**src/rtl/tmm_pkg.sv**
```systemverilog
// Shared types and constants for the int8 tile matrix-multiply block.
// Depends on nothing; every other file in rtl/ refers to it by scoped names.
package tmm_pkg;

  localparam int unsigned AccW = 32;

  localparam logic [1:0] KIND_WEIGHT = 2'd0;
  localparam logic [1:0] KIND_ACT    = 2'd1;
  localparam logic [1:0] KIND_ACC    = 2'd2;
  localparam logic [1:0] KIND_RUN    = 2'd3;

  localparam logic [1:0] CFG_ROWS  = 2'd0;
  localparam logic [1:0] CFG_COLS  = 2'd1;
  localparam logic [1:0] CFG_INNER = 2'd2;

  typedef struct packed {
    logic [1:0]         kind;
    logic [6:0]         elem_index;
    logic signed [31:0] elem_value;
  } in_beat_t;

  typedef struct packed {
    logic [5:0]         out_index;
    logic signed [31:0] out_value;
    logic               last;
  } out_beat_t;

endpackage

```
**src/rtl/int8_tile_matmul_accumulate.sv**
```systemverilog
// Top level of the int8 tile matrix-multiply-accumulate block.
// Depends on tmm_pkg and tmm_cell.
//
// Load beats (weight, activation, accumulator preload) are taken one per cycle while
// the block is idle and produce no output. A run beat computes, row by row, the
// products W[m][k]*A[k][n] with one 8x8 multiplier feeding a ring of N partial-sum
// cells: one product enters the ring per cycle, and after the last product of a row
// the pipeline drains. The row's N sums are then added to the stored accumulators,
// one result at a time (registered accumulator read, then add and write-back), held
// while the consumer stalls. The input side stays closed until the last result has
// been placed in the output register.
// Accumulators read as zero after reset through per-entry valid bits; no clearing pass.
module int8_tile_matmul_accumulate #(
  parameter int unsigned MAX_ROWS  = 8,
  parameter int unsigned MAX_COLS  = 8,
  parameter int unsigned MAX_INNER = 16
) (
  input  logic                 clk_i,
  input  logic                 rst_ni,
  input  logic                 cfg_we_i,
  input  logic [1:0]           cfg_index_i,
  input  logic [4:0]           cfg_data_i,
  input  logic                 in_valid_i,
  output logic                 in_ready_o,
  input  tmm_pkg::in_beat_t    in_beat_i,
  output logic                 out_valid_o,
  input  logic                 out_ready_i,
  output tmm_pkg::out_beat_t   out_beat_o
);

  localparam int unsigned WDepth = MAX_ROWS * MAX_INNER;
  localparam int unsigned ADepth = MAX_INNER * MAX_COLS;
  localparam int unsigned ODepth = MAX_ROWS * MAX_COLS;
  localparam int unsigned WAW = (WDepth > 1) ? $clog2(WDepth) : 1;
  localparam int unsigned AAW = (ADepth > 1) ? $clog2(ADepth) : 1;
  localparam int unsigned OAW = (ODepth > 1) ? $clog2(ODepth) : 1;
  localparam int unsigned CIW = (MAX_COLS > 1) ? $clog2(MAX_COLS) : 1;

  localparam logic [2:0] ST_IDLE  = 3'd0;
  localparam logic [2:0] ST_MAC   = 3'd1;
  localparam logic [2:0] ST_DRAIN = 3'd2;
  localparam logic [2:0] ST_ERD   = 3'd3;
  localparam logic [2:0] ST_EADD  = 3'd4;

  // Configuration registers, kept raw; the sizes below are the clamped views.
  logic [3:0] rows_q, cols_q;
  logic [4:0] inner_q;
  logic [3:0] m_sz, n_sz;
  logic [8:0] k_sz;

  always_ff @(posedge clk_i or negedge rst_ni) begin
    if (!rst_ni) begin
      rows_q  <= 4'd8;
      cols_q  <= 4'd8;
      inner_q <= 5'd16;
    end else if (cfg_we_i) begin
      case (cfg_index_i)
        tmm_pkg::CFG_ROWS:  rows_q  <= cfg_data_i[3:0];
        tmm_pkg::CFG_COLS:  cols_q  <= cfg_data_i[3:0];
        tmm_pkg::CFG_INNER: inner_q <= cfg_data_i;
        default: ;
      endcase
    end
  end

  always_comb begin
    m_sz = (rows_q == 4'd0) ? 4'd1 : ((rows_q > 4'(MAX_ROWS)) ? 4'(MAX_ROWS) : rows_q);
    n_sz = (cols_q == 4'd0) ? 4'd1 : ((cols_q > 4'(MAX_COLS)) ? 4'(MAX_COLS) : cols_q);
    k_sz = (inner_q == 5'd0) ? 9'd1 :
           ((9'(inner_q) > 9'(MAX_INNER)) ? 9'(MAX_INNER) : 9'(inner_q));
  end

  // Sequencer state and counters.
  logic [2:0]     state_q, state_d;
  logic [3:0]     m_q, m_d, n_q, n_d;
  logic [8:0]     k_q, k_d;
  logic [WAW-1:0] w_row_q, w_row_d;
  logic [AAW-1:0] a_row_q, a_row_d;
  logic [OAW-1:0] o_base_q, o_base_d;

  logic in_fire, out_free, emit_go, row_end, last_res;
  logic [12:0] mk_sz, kn_sz;
  logic [7:0]  mn_sz;

  assign in_ready_o = (state_q == ST_IDLE);
  assign in_fire    = in_valid_i && in_ready_o;
  assign out_free   = !out_valid_o || out_ready_i;
  assign emit_go    = (state_q == ST_EADD) && out_free;
  assign row_end    = (n_q == n_sz - 4'd1);
  assign last_res   = row_end && (m_q == m_sz - 4'd1);
  assign mk_sz      = 13'(m_sz) * 13'(k_sz);
  assign kn_sz      = 13'(k_sz) * 13'(n_sz);
  assign mn_sz      = 8'(m_sz) * 8'(n_sz);

  // Operand and accumulator stores.
  logic [7:0]               w_mem [WDepth];
  logic [7:0]               a_mem [ADepth];
  logic [tmm_pkg::AccW-1:0] acc_mem [ODepth];
  logic [ODepth-1:0]        acc_vld_q;

  logic [WAW-1:0] w_addr;
  logic [AAW-1:0] a_addr;
  logic [OAW-1:0] o_addr, acc_waddr;
  logic [7:0]     w_rd_q, a_rd_q;
  logic [tmm_pkg::AccW-1:0] acc_rd_q, acc_wdata, new_sum;
  logic           acc_ok_q, acc_we;

  assign w_addr = w_row_q + WAW'(k_q);
  assign a_addr = a_row_q + AAW'(n_q);
  assign o_addr = o_base_q + OAW'(n_q);

  always_ff @(posedge clk_i) begin
    if (in_fire && in_beat_i.kind == tmm_pkg::KIND_WEIGHT &&
        13'(in_beat_i.elem_index) < mk_sz) begin
      w_mem[WAW'(in_beat_i.elem_index)] <= in_beat_i.elem_value[7:0];
    end
    if (in_fire && in_beat_i.kind == tmm_pkg::KIND_ACT &&
        13'(in_beat_i.elem_index) < kn_sz) begin
      a_mem[AAW'(in_beat_i.elem_index)] <= in_beat_i.elem_value[7:0];
    end
    if (acc_we) begin
      acc_mem[acc_waddr] <= acc_wdata;
    end
    w_rd_q   <= w_mem[w_addr];
    a_rd_q   <= a_mem[a_addr];
    acc_rd_q <= acc_mem[o_addr];
    acc_ok_q <= acc_vld_q[o_addr];
  end

  // The write port is shared: preloads only happen while idle, write-backs only in a run.
  always_comb begin
    acc_we    = emit_go;
    acc_waddr = o_addr;
    acc_wdata = new_sum;
    if (in_fire && in_beat_i.kind == tmm_pkg::KIND_ACC &&
        8'(in_beat_i.elem_index) < mn_sz) begin
      acc_we    = 1'b1;
      acc_waddr = OAW'(in_beat_i.elem_index);
      acc_wdata = in_beat_i.elem_value;
    end
  end

  always_ff @(posedge clk_i or negedge rst_ni) begin
    if (!rst_ni) begin
      acc_vld_q <= '0;
    end else if (acc_we) begin
      acc_vld_q[acc_waddr] <= 1'b1;
    end
  end

  // Multiply pipeline: read stage, product stage, then the ring.
  logic s1_vld_q, s1_k0_q, s2_vld_q, s2_k0_q;
  logic signed [15:0] prod_q;

  always_ff @(posedge clk_i or negedge rst_ni) begin
    if (!rst_ni) begin
      s1_vld_q <= 1'b0;
      s2_vld_q <= 1'b0;
    end else begin
      s1_vld_q <= (state_q == ST_MAC);
      s2_vld_q <= s1_vld_q;
    end
  end

  always_ff @(posedge clk_i) begin
    s1_k0_q <= (k_q == 9'd0);
    s2_k0_q <= s1_k0_q;
    prod_q  <= $signed(w_rd_q) * $signed(a_rd_q);
  end

  // Ring of partial-sum cells; the tap is the cell at position N-1.
  logic [tmm_pkg::AccW-1:0] cell_sum [MAX_COLS];
  logic [tmm_pkg::AccW-1:0] tap, head_in, head_add;
  logic                     ring_shift;

  assign tap        = cell_sum[CIW'(n_sz - 4'd1)];
  assign ring_shift = s2_vld_q || emit_go;
  assign head_in    = (s2_vld_q && s2_k0_q) ? '0 : tap;
  assign head_add   = s2_vld_q ? tmm_pkg::AccW'(prod_q) : '0;
  assign new_sum    = (acc_ok_q ? acc_rd_q : '0) + tap;

  for (genvar c = 0; c < MAX_COLS; c++) begin : g_cell
    tmm_cell u_cell (
      .clk_i   (clk_i),
      .shift_i (ring_shift),
      .in_i    ((c == 0) ? head_in : cell_sum[(c == 0) ? 0 : c - 1]),
      .add_i   ((c == 0) ? head_add : '0),
      .sum_o   (cell_sum[c])
    );
  end

  // Sequencer.
  always_comb begin
    state_d  = state_q;
    m_d      = m_q;
    n_d      = n_q;
    k_d      = k_q;
    w_row_d  = w_row_q;
    a_row_d  = a_row_q;
    o_base_d = o_base_q;
    case (state_q)
      ST_IDLE: begin
        if (in_fire && in_beat_i.kind == tmm_pkg::KIND_RUN) begin
          state_d  = ST_MAC;
          m_d      = '0;
          n_d      = '0;
          k_d      = '0;
          w_row_d  = '0;
          a_row_d  = '0;
          o_base_d = '0;
        end
      end
      ST_MAC: begin
        if (row_end) begin
          n_d     = '0;
          a_row_d = a_row_q + AAW'(n_sz);
          k_d     = k_q + 9'd1;
          if (k_q == k_sz - 9'd1) begin
            k_d     = '0;
            a_row_d = '0;
            state_d = ST_DRAIN;
          end
        end else begin
          n_d = n_q + 4'd1;
        end
      end
      ST_DRAIN: begin
        if (!s1_vld_q && !s2_vld_q) begin
          state_d = ST_ERD;
        end
      end
      ST_ERD: begin
        state_d = ST_EADD;
      end
      ST_EADD: begin
        if (out_free) begin
          if (!row_end) begin
            n_d     = n_q + 4'd1;
            state_d = ST_ERD;
          end else if (last_res) begin
            state_d = ST_IDLE;
          end else begin
            n_d      = '0;
            m_d      = m_q + 4'd1;
            w_row_d  = w_row_q + WAW'(k_sz);
            o_base_d = o_base_q + OAW'(n_sz);
            state_d  = ST_MAC;
          end
        end
      end
      default: state_d = ST_IDLE;
    endcase
  end

  always_ff @(posedge clk_i or negedge rst_ni) begin
    if (!rst_ni) begin
      state_q  <= ST_IDLE;
      m_q      <= '0;
      n_q      <= '0;
      k_q      <= '0;
      w_row_q  <= '0;
      a_row_q  <= '0;
      o_base_q <= '0;
    end else begin
      state_q  <= state_d;
      m_q      <= m_d;
      n_q      <= n_d;
      k_q      <= k_d;
      w_row_q  <= w_row_d;
      a_row_q  <= a_row_d;
      o_base_q <= o_base_d;
    end
  end

  // Output register.
  logic               out_vld_q;
  tmm_pkg::out_beat_t out_q;

  always_ff @(posedge clk_i or negedge rst_ni) begin
    if (!rst_ni) begin
      out_vld_q <= 1'b0;
    end else if (emit_go) begin
      out_vld_q <= 1'b1;
    end else if (out_ready_i) begin
      out_vld_q <= 1'b0;
    end
  end

  always_ff @(posedge clk_i) begin
    if (emit_go) begin
      out_q.out_index <= 6'(o_addr);
      out_q.out_value <= new_sum;
      out_q.last      <= last_res;
    end
  end

  assign out_valid_o = out_vld_q;
  assign out_beat_o  = out_q;

`ifndef NO_ASSERTIONS
  // The multiply pipeline must be empty before the ring is rotated for emission.
  a_drained: assert property (@(posedge clk_i) disable iff (!rst_ni)
    (state_q == ST_ERD || state_q == ST_EADD) |-> (!s1_vld_q && !s2_vld_q))
    else $error("ring rotated while products are in flight");

  // Counters stay inside the configured tile during a run.
  a_bounds: assert property (@(posedge clk_i) disable iff (!rst_ni)
    (state_q != ST_IDLE) |-> (n_q < n_sz && m_q < m_sz && k_q < k_sz))
    else $error("tile counter out of range");

  // Emitting the last result closes the run.
  a_last_idle: assert property (@(posedge clk_i) disable iff (!rst_ni)
    (emit_go && last_res) |=> (state_q == ST_IDLE && out_beat_o.last))
    else $error("run did not end after its last result");
`endif

endmodule

```
**src/rtl/tmm_cell.sv**
```systemverilog
// One partial-sum cell of the column ring: adds an operand to its neighbor's value.
// Depends on tmm_pkg for the accumulator width.
module tmm_cell (
  input  logic                     clk_i,
  input  logic                     shift_i,
  input  logic [tmm_pkg::AccW-1:0] in_i,
  input  logic [tmm_pkg::AccW-1:0] add_i,
  output logic [tmm_pkg::AccW-1:0] sum_o
);

  logic [tmm_pkg::AccW-1:0] sum_d, sum_q;

  assign sum_d = in_i + add_i;

  always_ff @(posedge clk_i) begin
    if (shift_i) begin
      sum_q <= sum_d;
    end
  end

  assign sum_o = sum_q;

endmodule
```
**config.mk**
```make
export PLATFORM = sky130hd
export DESIGN_NAME = int8_tile_matmul_accumulate
export DESIGN_NICKNAME = d
export VERILOG_FILES = /design/src/rtl/tmm_pkg.sv /design/src/rtl/int8_tile_matmul_accumulate.sv /design/src/rtl/tmm_cell.sv
export SDC_FILE = /design/constraint.sdc
export NUM_CORES = 2
export LEC_CHECK = 0
export ABC_CLOCK_PERIOD_IN_PS = 18550
export BUFFER_PORTS_ARGS = -buffer_cell sky130_fd_sc_hd__buf_2
export CORE_MARGIN = 4
export CORE_UTILIZATION = 40
export DETAILED_ROUTE_END_ITERATION = 10
export SYNTH_ARGS = -nofsm -noshare
export SYNTH_HDL_FRONTEND = slang
export SYNTH_SLANG_ARGS = --single-unit
```
**constraint.sdc**
```tcl
create_clock -name clk_i -period 18.55 [get_ports clk_i]
set_input_delay 3.71 -clock clk_i [delete_from_list [all_inputs] [get_ports clk_i]]
set_output_delay 3.71 -clock clk_i [all_outputs]
set_load 0.01 [all_outputs]
```
==> flow_metrics.py <==
metrics = {
    "drt": {
        "wirelength_um": 442000,
        "ant_nets": 0,
        "routedWlPerCell_um": 28.8,
        "num_vias": 86200,
        "drc_errors": 0,
        "dr.pass1.iters": 5,
        "drtIter0Drc": 9017,
        "routed_via_density": 5.62,
    },
    "floorplan": {
        "chipWidth_um": 685,
        "coreArea_um2": 456000,
        "die_h_um": 685,
        "die_area_um2": 469000,
        "io_pins": 94,
        "rows": 248,
        "start_util_pct": 40.2,
    },
    "worst_hold_path": {
        "min_to": "s2_k0_q$_DFF_P_",
        "min_path_cells": 0,
        "holdCritPathClass": "flop to flop",
        "hp-start": "s1_k0_q$_DFF_P_",
    },
    "sta": {
        "hold_viol": 0,
        "relSlewSlack_pct": 5.19,
        "report.final.setup_viol": 0,
        "slew_viol_final": 0,
        "fin_skew_ns": 0.0747,
        "fmax_mhz": 135,
        "rsz0062_at_grt": "false",
        "worst_pin_slew_ns": 1.42,
        "final.period_utilization_pct": 40.0,
        "hold_slack_ns": 0.335,
        "fin_crit_ns": 7.42,
        "fin_setup_tns_ns": 0,
    },
    "layout": {
        "final_cell_mix": "edfxtp_1, mux4_2, clkbuf_16, nor2_1, nand2_1",
        "fill_cells": 37600,
        "multi_input_area_um2": 45900,
        "syn2layout_area_growth_pct": 13.1,
        "drive_gt1_share_pct": 27.8,
        "mostFrequentLayoutCell": "edfxtp_1",
        "final_util_pct": 45.5,
        "fin_nets": 9099,
        "seqCellArea_um2": 136000,
    },
    "cts": {
        "cts_hold_buf": 0,
        "cts_root_buf": "clkbuf_16",
        "cts_setup_buffers": 0,
        "cts_resized": 0,
        "htree_levels": 5,
        "path_clk_slew_ns": 0.06,
        "cts_tree": "yes",
        "cts_sinks": 4578,
        "clockBufferDepth": 4,
        "numCtsBuffers": 453,
        "clk_latency_ns": 1.00,
    },
    "critical_path": {
        "start_kind": "flop",
        "cpMaxStageDelayCell": "mux2_2",
        "reg2regPathDepth": 15,
        "cp.buffers_inverters": 2,
        "worstPathArrival_ns": 8.02,
        "r2r-end": "acc_mem[25][30]$_DFFE_PP_",
        "path_class": "flop to flop",
        "crit_family": "compound AO/OA/AOI/OAI gates",
        "crit_required_ns": 19.15,
        "regToRegSetupSlack_ns": 11.13,
        "endpoint_kind": "flop",
        "worst-path-max-fanout": 64,
        "cp_slowest_stage_delay_ns": 1.12,
        "crit_chain": "o21ba_4 -> buf_4 -> buf_4 -> mux4_2 -> mux2_2 -> ha_1 -> a21oi_1 -> o21ai_0 -> a2111oi_0 -> a31oi_1 -> o41ai_2 -> o2111ai_1 -> a21oi_1 -> xnor2_1 -> mux2_2",
        "rr_startpoint": "cols_q[3]$_DFFE_PN1P_",
    },
    "run_status": {
        "outcome": "completed",
    },
    "synth": {
        "ys_top_cells_by_area": "edfxtp_1, mux4_2, dfrtp_1",
        "netlist_area_um2": 183000,
        "synthArstFlopShare_pct": 2.62,
        "synth_warnings": 0,
        "avgSynthCellArea_um2": 21.6,
        "ys.flop_type": "edfxtp_1",
        "yosysTopAreaCell": "edfxtp_1",
        "synthDistinctLibCells": 73,
        "synth_edf_count": 4391,
        "yosys.area.top_type_share_pct": 71.9,
        "seq_area_frac_synth_pct": 74.3,
        "syn-instance-count": 8472,
        "syn-num-nets": 8785,
        "ys_seq_elements": 4578,
    },
    "power": {
        "ir_worst_vdd_uv": 413,
        "total_leakage_power_nw": 66.0,
        "p_per_area_nw_per_um2": 185,
    },
    "global_route": {
        "antenna_found_initial": 42,
        "grt_max_degree": 177,
        "grt_use_total_pct": 18.6,
        "grt-ovfl-total": 0,
        "grt_pass1_vias": 88100,
        "grt_pass1_wl_um": 642000,
    },
    "place": {
        "numPortBuffers": 93,
        "dpl.hpwl_um": 270000,
        "gp_congestion": 0.833,
    },
    "job": {
        "cap_violations": 0,
    },
}
## registers in the layout, summed over array words and instances, names as in the netlist, 6 cells and up
register,flops
a_mem,1024
a_row_q,7
o_base_q,6
acc_rd_q,32
w_row_q,7
a_rd_q,8
w_rd_q,8
acc_mem,2048
w_mem,1024
g_cell.u_cell.sum_o,256
acc_vld_q,64
k_q,9
prod_q,16
out_beat_o,39
## worst max-delay path by stage
stage / end / slack [ns] / startpoint / depth (start not counted)
after floorplan: g_cell[0].u_cell.sum_o[0]$_DFFE_PP_ / 9.88 / out_ready_i / 3
after global placement: acc_mem[36][22]$_DFFE_PP_ / 10.67 / in_beat_i[37] / 13
after detailed placement: acc_mem[20][17]$_DFFE_PP_ / 10.65 / in_beat_i[37] / 13
after CTS: acc_mem[45][30]$_DFFE_PP_ / 11.10 / cols_q[3]$_DFFE_PN1P_ / 15
after global routing: acc_mem[44][30]$_DFFE_PP_ / 10.66 / cols_q[3]$_DFFE_PN1P_ / 15
final: acc_mem[25][30]$_DFFE_PP_ / 11.13 / cols_q[3]$_DFFE_PN1P_ / 15
## per-layer routing
metal | vias to the layer above | routed length, µm | track usage [%]
met2 | 2885 | 215000 | 29.9
li1 | 35800 | - | -
met5 | - | 74 | 0
met1 | 46900 | 186000 | 26.6
met3 | 609 | 29200 | 3.03
met4 | 12 | 11800 | 4.67
## worst reg2reg max path: cells and delay by family, from the launching register on
kind,cells,cell delay [ns]
multiplexers,3,2.02
XOR/XNOR,1,0.37
buffers and inverters,2,1.42
flip-flops,1,0.47
AO/OA/AOI/OAI,8,2.38
adder cells (fa/ha/maj),1,0.36
## power by group
group / internal, mW / switching [mW]
registers: 14.3 / 0.284
clock network: 5.34 / 3.89
logic: 5.81 / 8.86
total: 25.4 / 13.0
## layout make-up
type / instances / area share, %
antenna: 27 / 0.0326
timing repair buffer: 275 / 0.958
inverter: 157 / 0.284
clock inverter: 277 / 1.42
sequential: 4578 / 65.7
tap: 6125 / 3.69
clock buffer: 572 / 5.83
multi-input combinational: 3321 / 22.1
## Yosys cell counts, types with 8 or more instances
cell type / count
edfxtp_1: 4391
mux4_2: 1406
nor2_1: 427
clkbuf_1: 283
nand2_1: 267
ha_1: 181
inv_1: 151
dfrtp_1: 117
and2_1: 103
o21ai_0: 91
xnor2_1: 89
a21oi_1: 85
buf_1: 85
fa_1: 79
o21bai_1: 75
dfxtp_1: 67
nor2b_1: 64
mux2_2: 56
a21o_1: 50
buf_2: 48
nand3_1: 39
mux2i_1: 35
xor2_1: 29
nor3_1: 27
nand4_1: 22
o21a_1: 18
and3_1: 17
a31oi_1: 14
nand2b_1: 13
o211ai_1: 12
o31ai_1: 10
a21boi_0: 8
a41oi_1: 8
## logic make-up after synthesis
group                    synth area share [%]
multiplexers                             17.8
adder cells (fa/ha/maj)                  2.10
XOR/XNOR                                0.579
AO/OA/AOI/OAI                            1.51
AND/OR/NAND/NOR                          2.53
flip-flops                               74.3
buffers and inverters                    1.21
## through the flow
| step | area (µm²) | power [mW] | cells | setup slack (ns) |
|---|---|---|---|---|
| 3_3_place_gp | 192000 | 29.3 | 14500 | 10.67 |
| 3_5_place_dp | 192000 | 29.6 | 14500 | 10.65 |
| 5_1_grt | 207000 | 40.4 | 15300 | 10.66 |
| 6_report | 207000 | 38.5 | 15300 | 11.13 |
| 2_1_floorplan | 183000 | 24.4 | 8472 | 9.88 |
| 4_1_cts | 207000 | 38.9 | 15300 | 11.10 |
(Power assumes the default switching activity.)
